## config.mk

```make
export PLATFORM = sky130hd
export DESIGN_NAME = touch_sample_filter_scaler_core
export DESIGN_NICKNAME = d
export VERILOG_FILES = /design/src/hw/rtl/tsfs_pkg.sv /design/src/hw/rtl/tsfs_filter.sv /design/src/hw/rtl/tsfs_scale.sv /design/src/hw/rtl/touch_sample_filter_scaler_core.sv
export SDC_FILE = /design/constraint.sdc
export NUM_CORES = 2
export LEC_CHECK = 0
export BUFFER_PORTS_ARGS = -buffer_cell sky130_fd_sc_hd__buf_4
export CORE_MARGIN = 2
export CORE_UTILIZATION = 35
export CTS_CLUSTER_SIZE = 12
export DETAILED_ROUTE_END_ITERATION = 12
export HOLD_SLACK_MARGIN = 0.02
export PLACE_DENSITY_LB_ADDON = 0.12
export SETUP_SLACK_MARGIN = 0.15
export SLEW_MARGIN = 20
export SYNTH_ARGS = -nofsm -noshare
export SYNTH_HDL_FRONTEND = slang
export SYNTH_SLANG_ARGS = --single-unit
```

## constraint.sdc

```tcl
create_clock -name i_clk -period 8.96 [get_ports i_clk]
set_input_delay 0.448 -clock i_clk [delete_from_list [all_inputs] [get_ports i_clk]]
set_output_delay 0.448 -clock i_clk [all_outputs]
set_load 0.02 [all_outputs]
```

## src/hw/rtl/tsfs_pkg.sv

```systemverilog
`default_nettype none

package tsfs_pkg;

    // fixed field widths
    localparam int unsigned RAW_W    = 12;
    localparam int unsigned PRESS_W  = 13;
    localparam int unsigned TIME_W   = 32;
    localparam int unsigned SCREEN_W = 16;
    localparam int unsigned CFG_IDX_W  = 3;
    localparam int unsigned CFG_DATA_W = 13;
    localparam int unsigned ROT_W    = 2;

    // filter constants
    localparam logic [TIME_W-1:0]  HOLDOFF_MS   = 32'd3;
    localparam logic [PRESS_W-1:0] WAKE_Z_LEVEL = 13'd75;
    localparam logic [PRESS_W-1:0] Z_OFFSET     = 13'd4095;

    // scaling unit sizing
    localparam int unsigned PROD_W     = 26;
    localparam int unsigned QMAG_W     = 24;
    localparam int unsigned Q_W        = QMAG_W + 1;
    localparam int unsigned BITS_PER_CYC = 2;
    localparam int unsigned DIV_CYCLES = QMAG_W / BITS_PER_CYC;
    localparam int unsigned DIV_CNT_W  = $clog2(DIV_CYCLES);

    // register indexes
    localparam logic [CFG_IDX_W-1:0] REG_TOUCH_THRESHOLD = 3'd0;
    localparam logic [CFG_IDX_W-1:0] REG_ROTATION        = 3'd1;
    localparam logic [CFG_IDX_W-1:0] REG_WIDTH_PX        = 3'd2;
    localparam logic [CFG_IDX_W-1:0] REG_HEIGHT_PX       = 3'd3;
    localparam logic [CFG_IDX_W-1:0] REG_X_MIN           = 3'd4;
    localparam logic [CFG_IDX_W-1:0] REG_X_MAX           = 3'd5;
    localparam logic [CFG_IDX_W-1:0] REG_Y_MIN           = 3'd6;
    localparam logic [CFG_IDX_W-1:0] REG_Y_MAX           = 3'd7;

    // register reset values
    localparam logic [PRESS_W-1:0] RST_TOUCH_THRESHOLD = 13'd400;
    localparam logic [ROT_W-1:0]   RST_ROTATION        = 2'd1;
    localparam logic [RAW_W-1:0]   RST_WIDTH_PX        = 12'd320;
    localparam logic [RAW_W-1:0]   RST_HEIGHT_PX       = 12'd240;
    localparam logic [RAW_W-1:0]   RST_X_MIN           = 12'd200;
    localparam logic [RAW_W-1:0]   RST_X_MAX           = 12'd3700;
    localparam logic [RAW_W-1:0]   RST_Y_MIN           = 12'd240;
    localparam logic [RAW_W-1:0]   RST_Y_MAX           = 12'd3800;

    // command codes
    localparam logic CMD_PEN  = 1'b0;
    localparam logic CMD_MEAS = 1'b1;

    // rotation codes
    localparam logic [ROT_W-1:0] ROT_PORTRAIT       = 2'd0;
    localparam logic [ROT_W-1:0] ROT_LANDSCAPE      = 2'd1;
    localparam logic [ROT_W-1:0] ROT_PORTRAIT_FLIP  = 2'd2;
    localparam logic [ROT_W-1:0] ROT_LANDSCAPE_FLIP = 2'd3;

    typedef struct packed {
        logic              cmd;
        logic [TIME_W-1:0] now_ms;
        logic [RAW_W-1:0]  z1_raw;
        logic [RAW_W-1:0]  z2_raw;
        logic [RAW_W-1:0]  x_a;
        logic [RAW_W-1:0]  y_a;
        logic [RAW_W-1:0]  x_b;
        logic [RAW_W-1:0]  y_b;
        logic [RAW_W-1:0]  x_c;
        logic [RAW_W-1:0]  y_c;
    } t_in_beat;

    typedef struct packed {
        logic                       sample_taken;
        logic                       is_touched;
        logic [PRESS_W-1:0]         pressure;
        logic [RAW_W-1:0]           x_held;
        logic [RAW_W-1:0]           y_held;
        logic signed [SCREEN_W-1:0] x_screen;
        logic signed [SCREEN_W-1:0] y_screen;
    } t_out_beat;

    // request to the shared scaling unit
    typedef struct packed {
        logic             start;
        logic [RAW_W-1:0] v;
        logic [RAW_W-1:0] lo;
        logic [RAW_W-1:0] hi;
        logic [RAW_W-1:0] size;
    } t_scale_req;

    typedef struct packed {
        logic                  done;
        logic signed [Q_W-1:0] q;
    } t_scale_rsp;

    typedef enum logic [2:0] {
        ST_IDLE,
        ST_START_X,
        ST_RUN_X,
        ST_START_Y,
        ST_RUN_Y,
        ST_DONE
    } t_state;

    typedef enum logic [1:0] {
        SC_IDLE,
        SC_MUL,
        SC_DIV,
        SC_DONE
    } t_sc_state;

endpackage

`default_nettype wire

```

## src/hw/rtl/tsfs_filter.sv

```systemverilog
`default_nettype none

module tsfs_filter (
    input  var tsfs_pkg::t_in_beat                 i_beat,
    output logic [tsfs_pkg::PRESS_W-1:0]           o_pressure,
    output logic [tsfs_pkg::RAW_W-1:0]             o_x_mean,
    output logic [tsfs_pkg::RAW_W-1:0]             o_y_mean
);
    import tsfs_pkg::*;

    function automatic logic [RAW_W-1:0] absdiff(input logic [RAW_W-1:0] a,
                                                 input logic [RAW_W-1:0] b);
        absdiff = (a > b) ? (a - b) : (b - a);
    endfunction

    // mean of the closest pair, ties go to a-b then a-c
    function automatic logic [RAW_W-1:0] pair_mean(input logic [RAW_W-1:0] a,
                                                   input logic [RAW_W-1:0] b,
                                                   input logic [RAW_W-1:0] c);
        logic [RAW_W-1:0] dab;
        logic [RAW_W-1:0] dac;
        logic [RAW_W-1:0] dbc;
        logic [RAW_W:0]   sum;
        dab = absdiff(a, b);
        dac = absdiff(a, c);
        dbc = absdiff(b, c);
        if (dab <= dac && dab <= dbc) begin
            sum = {1'b0, a} + {1'b0, b};
        end else if (dac <= dbc) begin
            sum = {1'b0, a} + {1'b0, c};
        end else begin
            sum = {1'b0, b} + {1'b0, c};
        end
        pair_mean = sum[RAW_W:1];
    endfunction

    // z2 never exceeds the offset, so the sum stays non-negative
    assign o_pressure = {1'b0, i_beat.z1_raw} + Z_OFFSET - {1'b0, i_beat.z2_raw};
    assign o_x_mean   = pair_mean(i_beat.x_a, i_beat.x_b, i_beat.x_c);
    assign o_y_mean   = pair_mean(i_beat.y_a, i_beat.y_b, i_beat.y_c);

endmodule

`default_nettype wire

```

## src/hw/rtl/tsfs_scale.sv

```systemverilog
`default_nettype none

module tsfs_scale (
    input  var logic                 i_clk,
    input  var logic                 i_rst_n,
    input  var tsfs_pkg::t_scale_req i_req,
    output tsfs_pkg::t_scale_rsp     o_rsp
);
    import tsfs_pkg::*;

    t_sc_state r_state;
    t_sc_state n_state;

    logic signed [RAW_W:0]    r_diff;
    logic signed [RAW_W:0]    r_span;
    logic [RAW_W-1:0]         r_size;
    logic [QMAG_W-1:0]        r_num;
    logic [RAW_W:0]           r_rem;
    logic [RAW_W-1:0]         r_den;
    logic                     r_neg;
    logic                     r_zero;
    logic [DIV_CNT_W-1:0]     r_cnt;

    logic signed [PROD_W-1:0] prod;
    logic [PROD_W-1:0]        prod_mag;
    logic [RAW_W:0]           span_mag;
    logic [QMAG_W-1:0]        n_num;
    logic [RAW_W:0]           n_rem;

    assign prod     = r_diff * $signed({1'b0, r_size});
    assign prod_mag = prod[PROD_W-1] ? (-prod) : prod;
    assign span_mag = r_span[RAW_W] ? (-r_span) : r_span;

    // two restoring steps per cycle
    always_comb begin
        logic [QMAG_W-1:0] num;
        logic [RAW_W:0]    rem;
        logic [RAW_W:0]    sh;
        num = r_num;
        rem = r_rem;
        for (int k = 0; k < BITS_PER_CYC; k++) begin
            sh  = {rem[RAW_W-1:0], num[QMAG_W-1]};
            num = {num[QMAG_W-2:0], 1'b0};
            if (sh >= {1'b0, r_den}) begin
                rem    = sh - {1'b0, r_den};
                num[0] = 1'b1;
            end else begin
                rem = sh;
            end
        end
        n_num = num;
        n_rem = rem;
    end

    always_comb begin
        n_state = r_state;
        case (r_state)
            SC_IDLE: begin
                if (i_req.start) n_state = SC_MUL;
            end
            SC_MUL:  n_state = SC_DIV;
            SC_DIV: begin
                if (r_cnt == DIV_CNT_W'(DIV_CYCLES - 1)) n_state = SC_DONE;
            end
            SC_DONE: n_state = SC_IDLE;
            default: n_state = SC_IDLE;
        endcase
    end

    always_ff @(posedge i_clk) begin
        if (!i_rst_n) begin
            r_state <= SC_IDLE;
        end else begin
            r_state <= n_state;
        end
    end

    always_ff @(posedge i_clk) begin
        case (r_state)
            SC_IDLE: begin
                r_diff <= $signed({1'b0, i_req.v}) - $signed({1'b0, i_req.lo});
                r_span <= $signed({1'b0, i_req.hi}) - $signed({1'b0, i_req.lo});
                r_size <= i_req.size;
            end
            SC_MUL: begin
                r_num  <= prod_mag[QMAG_W-1:0];
                r_rem  <= '0;
                r_den  <= span_mag[RAW_W-1:0];
                r_neg  <= prod[PROD_W-1] ^ r_span[RAW_W];
                r_zero <= (r_span == '0);
                r_cnt  <= '0;
            end
            SC_DIV: begin
                r_num <= n_num;
                r_rem <= n_rem;
                r_cnt <= r_cnt + 1'b1;
            end
            default: begin
            end
        endcase
    end

    always_comb begin
        o_rsp.done = (r_state == SC_DONE);
        if (r_zero) begin
            o_rsp.q = '0;
        end else if (r_neg) begin
            o_rsp.q = -$signed({1'b0, r_num});
        end else begin
            o_rsp.q = $signed({1'b0, r_num});
        end
    end

endmodule

`default_nettype wire

```

## src/hw/rtl/touch_sample_filter_scaler_core.sv

```systemverilog
`default_nettype none
// channel  | direction | handshake                | payload
// ---------+-----------+--------------------------+------------------------
// in       | input     | i_in_valid / o_in_ready   | i_in_data  (t_in_beat)
// out      | output    | o_out_valid / i_out_ready | o_out_data (t_out_beat)
// cfg      | input     | i_cfg_we (no wait)        | i_cfg_idx, i_cfg_data
//
// each beat runs the shared scaling unit once per axis: a multiply step, then
// the divider steps (two quotient bits a cycle) for each axis
// synchronous active-low reset; no clearing pass
// the in channel is ready only while the sequencer idles
// a finished beat waits in the output register; the next input beat is taken
// meanwhile, and the sequencer holds in its last state until the slot frees

module touch_sample_filter_scaler_core (
    input  var logic                                  i_clk,
    input  var logic                                  i_rst_n,
    input  var logic                                  i_in_valid,
    output logic                                      o_in_ready,
    input  var tsfs_pkg::t_in_beat                    i_in_data,
    output logic                                      o_out_valid,
    input  var logic                                  i_out_ready,
    output tsfs_pkg::t_out_beat                       o_out_data,
    input  var logic                                  i_cfg_we,
    input  var logic [tsfs_pkg::CFG_IDX_W-1:0]        i_cfg_idx,
    input  var logic [tsfs_pkg::CFG_DATA_W-1:0]       i_cfg_data
);
    import tsfs_pkg::*;

    // configuration registers
    logic [PRESS_W-1:0] r_touch_threshold;
    logic [ROT_W-1:0]   r_rotation;
    logic [RAW_W-1:0]   r_width_px;
    logic [RAW_W-1:0]   r_height_px;
    logic [RAW_W-1:0]   r_x_min;
    logic [RAW_W-1:0]   r_x_max;
    logic [RAW_W-1:0]   r_y_min;
    logic [RAW_W-1:0]   r_y_max;

    // filter state
    logic               r_awake;
    logic [TIME_W-1:0]  r_last_good_time;
    logic [RAW_W-1:0]   r_held_x;
    logic [RAW_W-1:0]   r_held_y;
    logic [PRESS_W-1:0] r_held_pressure;
    logic               r_taken;

    // sequencer
    t_state r_state;
    t_state n_state;

    logic [SCREEN_W-1:0] r_qx;
    logic [SCREEN_W-1:0] r_qy;
    logic                r_out_valid;
    t_out_beat           r_out;

    logic [PRESS_W-1:0] f_pressure;
    logic [RAW_W-1:0]   f_x_mean;
    logic [RAW_W-1:0]   f_y_mean;

    t_scale_req sc_req;
    t_scale_rsp sc_rsp;

    logic in_acc;
    logic out_load;
    logic meas_ok;
    logic [TIME_W-1:0] elapsed;
    logic [SCREEN_W-1:0] w16;
    logic [SCREEN_W-1:0] h16;
    logic [SCREEN_W-1:0] sx;
    logic [SCREEN_W-1:0] sy;

    tsfs_filter u_filter (
        .i_beat     (i_in_data),
        .o_pressure (f_pressure),
        .o_x_mean   (f_x_mean),
        .o_y_mean   (f_y_mean)
    );

    tsfs_scale u_scale (
        .i_clk   (i_clk),
        .i_rst_n (i_rst_n),
        .i_req   (sc_req),
        .o_rsp   (sc_rsp)
    );

    assign o_in_ready = (r_state == ST_IDLE);
    assign in_acc     = i_in_valid && o_in_ready;

    // wrap-safe hold-off check
    assign elapsed = i_in_data.now_ms - r_last_good_time;
    assign meas_ok = (i_in_data.cmd == CMD_MEAS) && r_awake && (elapsed >= HOLDOFF_MS);

    // config writes
    always_ff @(posedge i_clk) begin
        if (!i_rst_n) begin
            r_touch_threshold <= RST_TOUCH_THRESHOLD;
            r_rotation        <= RST_ROTATION;
            r_width_px        <= RST_WIDTH_PX;
            r_height_px       <= RST_HEIGHT_PX;
            r_x_min           <= RST_X_MIN;
            r_x_max           <= RST_X_MAX;
            r_y_min           <= RST_Y_MIN;
            r_y_max           <= RST_Y_MAX;
        end else if (i_cfg_we) begin
            case (i_cfg_idx)
                REG_TOUCH_THRESHOLD: r_touch_threshold <= i_cfg_data;
                REG_ROTATION:        r_rotation  <= i_cfg_data[ROT_W-1:0];
                REG_WIDTH_PX:        r_width_px  <= i_cfg_data[RAW_W-1:0];
                REG_HEIGHT_PX:       r_height_px <= i_cfg_data[RAW_W-1:0];
                REG_X_MIN:           r_x_min     <= i_cfg_data[RAW_W-1:0];
                REG_X_MAX:           r_x_max     <= i_cfg_data[RAW_W-1:0];
                REG_Y_MIN:           r_y_min     <= i_cfg_data[RAW_W-1:0];
                REG_Y_MAX:           r_y_max     <= i_cfg_data[RAW_W-1:0];
                default: begin
                end
            endcase
        end
    end

    // filter state update at input accept
    always_ff @(posedge i_clk) begin
        if (!i_rst_n) begin
            r_awake          <= 1'b0;
            r_last_good_time <= '0;
            r_held_x         <= '0;
            r_held_y         <= '0;
            r_held_pressure  <= '0;
            r_taken          <= 1'b0;
        end else if (in_acc) begin
            r_taken <= meas_ok;
            if (i_in_data.cmd == CMD_PEN) begin
                r_awake <= 1'b1;
            end else if (meas_ok) begin
                if (f_pressure < r_touch_threshold) begin
                    // released: drop pressure, sleep on a very light touch
                    r_held_pressure <= '0;
                    if (f_pressure < WAKE_Z_LEVEL) r_awake <= 1'b0;
                end else begin
                    r_held_pressure  <= f_pressure;
                    r_held_x         <= f_x_mean;
                    r_held_y         <= f_y_mean;
                    r_last_good_time <= i_in_data.now_ms;
                end
            end
        end
    end

    // sequencer: x axis then y axis through the shared unit
    always_comb begin
        n_state      = r_state;
        sc_req.start = 1'b0;
        sc_req.v     = r_held_x;
        sc_req.lo    = r_x_min;
        sc_req.hi    = r_x_max;
        sc_req.size  = r_width_px;
        out_load     = 1'b0;
        case (r_state)
            ST_IDLE: begin
                if (in_acc) n_state = ST_START_X;
            end
            ST_START_X: begin
                sc_req.start = 1'b1;
                n_state      = ST_RUN_X;
            end
            ST_RUN_X: begin
                if (sc_rsp.done) n_state = ST_START_Y;
            end
            ST_START_Y: begin
                sc_req.start = 1'b1;
                sc_req.v     = r_held_y;
                sc_req.lo    = r_y_min;
                sc_req.hi    = r_y_max;
                sc_req.size  = r_height_px;
                n_state      = ST_RUN_Y;
            end
            ST_RUN_Y: begin
                if (sc_rsp.done) n_state = ST_DONE;
            end
            ST_DONE: begin
                // wait for a free output slot
                if (!r_out_valid || i_out_ready) begin
                    out_load = 1'b1;
                    n_state  = ST_IDLE;
                end
            end
            default: n_state = ST_IDLE;
        endcase
    end

    always_ff @(posedge i_clk) begin
        if (!i_rst_n) begin
            r_state <= ST_IDLE;
        end else begin
            r_state <= n_state;
        end
    end

    // quotients kept modulo 2^16, the screen results wrap anyway
    always_ff @(posedge i_clk) begin
        if (r_state == ST_RUN_X && sc_rsp.done) r_qx <= sc_rsp.q[SCREEN_W-1:0];
        if (r_state == ST_RUN_Y && sc_rsp.done) r_qy <= sc_rsp.q[SCREEN_W-1:0];
    end

    assign w16 = {{(SCREEN_W-RAW_W){1'b0}}, r_width_px};
    assign h16 = {{(SCREEN_W-RAW_W){1'b0}}, r_height_px};

    // rotation mapping
    always_comb begin
        case (r_rotation)
            ROT_PORTRAIT: begin
                sx = h16 - r_qy;
                sy = r_qx;
            end
            ROT_LANDSCAPE: begin
                sx = r_qx;
                sy = r_qy;
            end
            ROT_PORTRAIT_FLIP: begin
                sx = r_qy;
                sy = w16 - r_qx;
            end
            default: begin
                sx = w16 - r_qx;
                sy = h16 - r_qy;
            end
        endcase
    end

    // output register
    always_ff @(posedge i_clk) begin
        if (!i_rst_n) begin
            r_out_valid <= 1'b0;
        end else if (out_load) begin
            r_out_valid <= 1'b1;
        end else if (i_out_ready) begin
            r_out_valid <= 1'b0;
        end
    end

    always_ff @(posedge i_clk) begin
        if (out_load) begin
            r_out.sample_taken <= r_taken;
            r_out.is_touched   <= r_awake && (r_held_pressure >= r_touch_threshold);
            r_out.pressure     <= r_held_pressure;
            r_out.x_held       <= r_held_x;
            r_out.y_held       <= r_held_y;
            r_out.x_screen     <= sx;
            r_out.y_screen     <= sy;
        end
    end

    assign o_out_valid = r_out_valid;
    assign o_out_data  = r_out;

endmodule

`default_nettype wire
```

==> out/metrics.csv <==
stage;metric;value;unit
final_layout;layout.nets;5222;
clocking;clock_sinks;359;
detailed_routing;wire_per_inst;18.5;µm
final_layout;drive_above_1_share;0.102;
logic_synthesis;synthFlopType;edfxtp_1;
clocking;cts_setup_buffers;0;
worst_setup_path;critPathArrivalTime;7910;ps
die;coreArea;107000;µm²
flow_run;maxCapViolations;0;
detailed_routing;num_vias;30000;
detailed_routing;viasPerCell;5.11;
die;start_util;0.352;
timing;finalHoldViolCount;0;
worst_setup_path;cp_slowest_cell;a2111oi_0;
die;die_w;332;µm
detailed_routing;routed_wl;109;mm
die;row_count;120;
logic_synthesis;synth.avg_cell_area;8.72;µm²
grt;grt_pass1_vias;29800;
timing;skew;44.2;ps
logic_synthesis;synth_area_leaders;edfxtp_1 (16%), ha_1 (15%), fa_1 (9.2%), dfxtp_1 (8.7%), inv_1 (5.5%);
timing;slew_headroom;0.281;
grt;grt_max_degree;74;
detailed_routing;drc;0;
timing;min_period_over_period;0.837;
logic_synthesis;yosysTopAreaCellShare;0.156;
worst_setup_path;worstSetupPathType;in -> reg;
logic_synthesis;synth_edf_count;195;
logic_synthesis;synth_nets;5092;
place;globalplace.congestion;0.880;
worst_hold_path;worstHoldPathCells;3;
timing;fmax;133;MHz
place;dpl_cell_area;40600;µm²
die;die_h;332;µm
logic_synthesis;yosysUniqueCellTypes;82;
clocking;cts_inserted_buffers;42;
logic_synthesis;synthesis.area;37500;µm²
status;status;complete, no violations;
worst_hold_path;min_path_type;in -> reg;
logic_synthesis;ys_warn_count;0;
grt;grt_pass1_wl;171;mm
logic_synthesis;synth_seq_cells;359;
timing;rsz0062_at_grt;no;
timing;setup_viol;0;
worst_setup_path;worstSetupStartpointType;primary input;
timing;finalWorstPathRequiredPeriod;7500;ps
detailed_routing;drtIter0Drc;1578;
final_layout;fin_area;42000;µm²
clocking;cts-root-buf;clkbuf_16;
logic_synthesis;synthArstFlopShare;0;
logic_synthesis;yosysSeqAreaShare;0.243;
worst_setup_path;cp-end-kind;register;
timing;worst_slew_pin_slew;1080;ps
grt;grt-ovfl-total;0;
worst_setup_path;worst_ep_required_time;9370;ps
grt;groute.usage.overall;0.194;
detailed_routing;ant_nets;0;
clocking;cts_max_path_buffers;3;
clocking;clk_latency;600;ps
grt;antenna_found_initial;3;
final_layout;syn2layout_area_growth;11.7;%
clocking;clk_pin_slew_worst_paths;60;ps
timing;drv_slew;0;
place;place_hpwl;87.8;mm
place;port-buffer-count;222;
worst_setup_path;reg2reg_depth;22;
worst_setup_path;cpPeakStageDelay;650;ps
final_layout;final_util;0.393;
clocking;cts_tree;yes;
die;io_pins;223;
logic_synthesis;synth_top_area_cell;edfxtp_1;
clocking;h-tree-depth;2;
timing;setup-tns-final;0;ps
clocking;postCtsResizedCells;0;
logic_synthesis;synthCells;4307;
worst_setup_path;path_max_fanout;6;
detailed_routing;drtPass1Iterations;5;
worst_setup_path;cp_common_cell;a21oi_1;
clocking;ctsHoldBuffers;0;
die;die-area;110000;µm²
## per-stage QoR
step / hold slack (ps) / instances / setup WS [ps]
after floorplan: 408 / 4307 / 1690
after global placement: 423 / 5796 / 995
after detailed placement: 419 / 5796 / 944
after CTS: 68.5 / 5874 / 1460
after global routing: 93.9 / 5877 / 732
final: 106 / 5877 / 1460
## final timing paths
path	startpoint	to	slack, ps
setup reg to reg	u_scale.r_diff[5]	u_scale.r_num[22]	1500
setup / recovery	i_in_data[36]	r_held_x[9]	1460
hold / removal	i_in_data[106]	r_last_good_time[10]	110
hold reg to reg	r_taken	o_out_data[70]	430
## flip-flops by register name, summed over array words and instances (netlist names), 13 cells and up
| signal | cells |
|---|---|
| o_out_data | 71 |
| r_held_pressure | 13 |
| r_last_good_time | 32 |
| r_qx | 16 |
| r_qy | 16 |
| r_touch_threshold | 13 |
| u_scale.r_diff | 13 |
| u_scale.r_num | 24 |
| u_scale.r_span | 13 |
## cell usage after synthesis (11+ instances only)
cell type and count:
or2_2 13, and4_1 12, xnor2_1 166, ha_1 463, o22ai_1 11, nand4_1 45
o21bai_1 57, a2111oi_0 12, nand2_1 435, dfxtp_1 164, a21o_1 111, or3_1 33
and2_1 95, nand3_1 73, nor4_1 14, xor2_1 71, mux2_2 78, a31oi_1 21
a21boi_0 16, nand2b_1 36, nor2b_1 49, o211ai_1 22, edfxtp_1 195, a21oi_1 328
o21a_1 26, clkbuf_1 128, buf_1 14, nor3_1 60, fa_1 172, mux2i_1 138
a211oi_1 37, and3_1 21, o21ai_0 180, o31ai_1 22, nor2_1 256, inv_1 547
mux4_2 25
## metal layers
metal,vias up,track usage,share of wire
met1,14300,0.269,0.48
met4,0,0.0409,0.017
met2,495,0.320,0.46
met5,-,0,0
li1,15100,-,-
met3,91,0.0270,0.041
## layout make-up
type	instances	area, µm²
sequential	359	9140
clock inverter	18	226
fill	10900	64800
antenna	3	7.51
multi-input combinational	3238	25800
tap	1403	1760
inverter	551	2070
clock buffer	60	1160
timing repair buffer	245	1840
## cells by family after synthesis
family,Yosys count,synth area share
adders and majority gates,635,0.246
xor gates and xnor gates,237,0.0553
buffers and inverters,710,0.0724
muxes,241,0.0752
AOI/OAI and AO/OA,941,0.158
and+or+nand+nor,1184,0.150
DFF,359,0.243
## critical path: cells and delay by family
kind	cells	cell delay, ps
AO/OA/AOI/OAI	19	4570
adder cells (fa/ha/maj)	4	1290
AND/OR/NAND/NOR	6	680
multiplexers	1	360
buffers and inverters	3	300
XOR/XNOR	2	280
## layout by cell type (no fill, tap or decap), types with 11 or more instances in the layout
cell type  count
nor2b_1       49
o31ai_1       22
ha_1         462
dfxtp_1      164
a211oi_1      36
clkbuf_16     42
mux2i_1      138
mux2_2        78
buf_4        245
nor2_1       255
nor4_1        14
o211ai_1      22
o21a_1        26
o21bai_1      57
fa_1         172
clkbuf_1      14
xor2_1        71
a21oi_1      327
inv_1        546
nand2_1      435
nand2b_1      36
or3_1         33
mux4_2        25
or2_2         13
a21o_1       111
a21boi_0      16
nand3_1       73
nand4_1       45
o21ai_0      180
and4_1        12
xnor2_1      166
edfxtp_1     195
a2111oi_0     11
nor3_1        57
and2_1        95
and3_1        21
a31oi_1       19
Power is left out: the tool's default activity adds up to more than one toggle a clock period on the data nets, which glitch-free logic cannot reach.
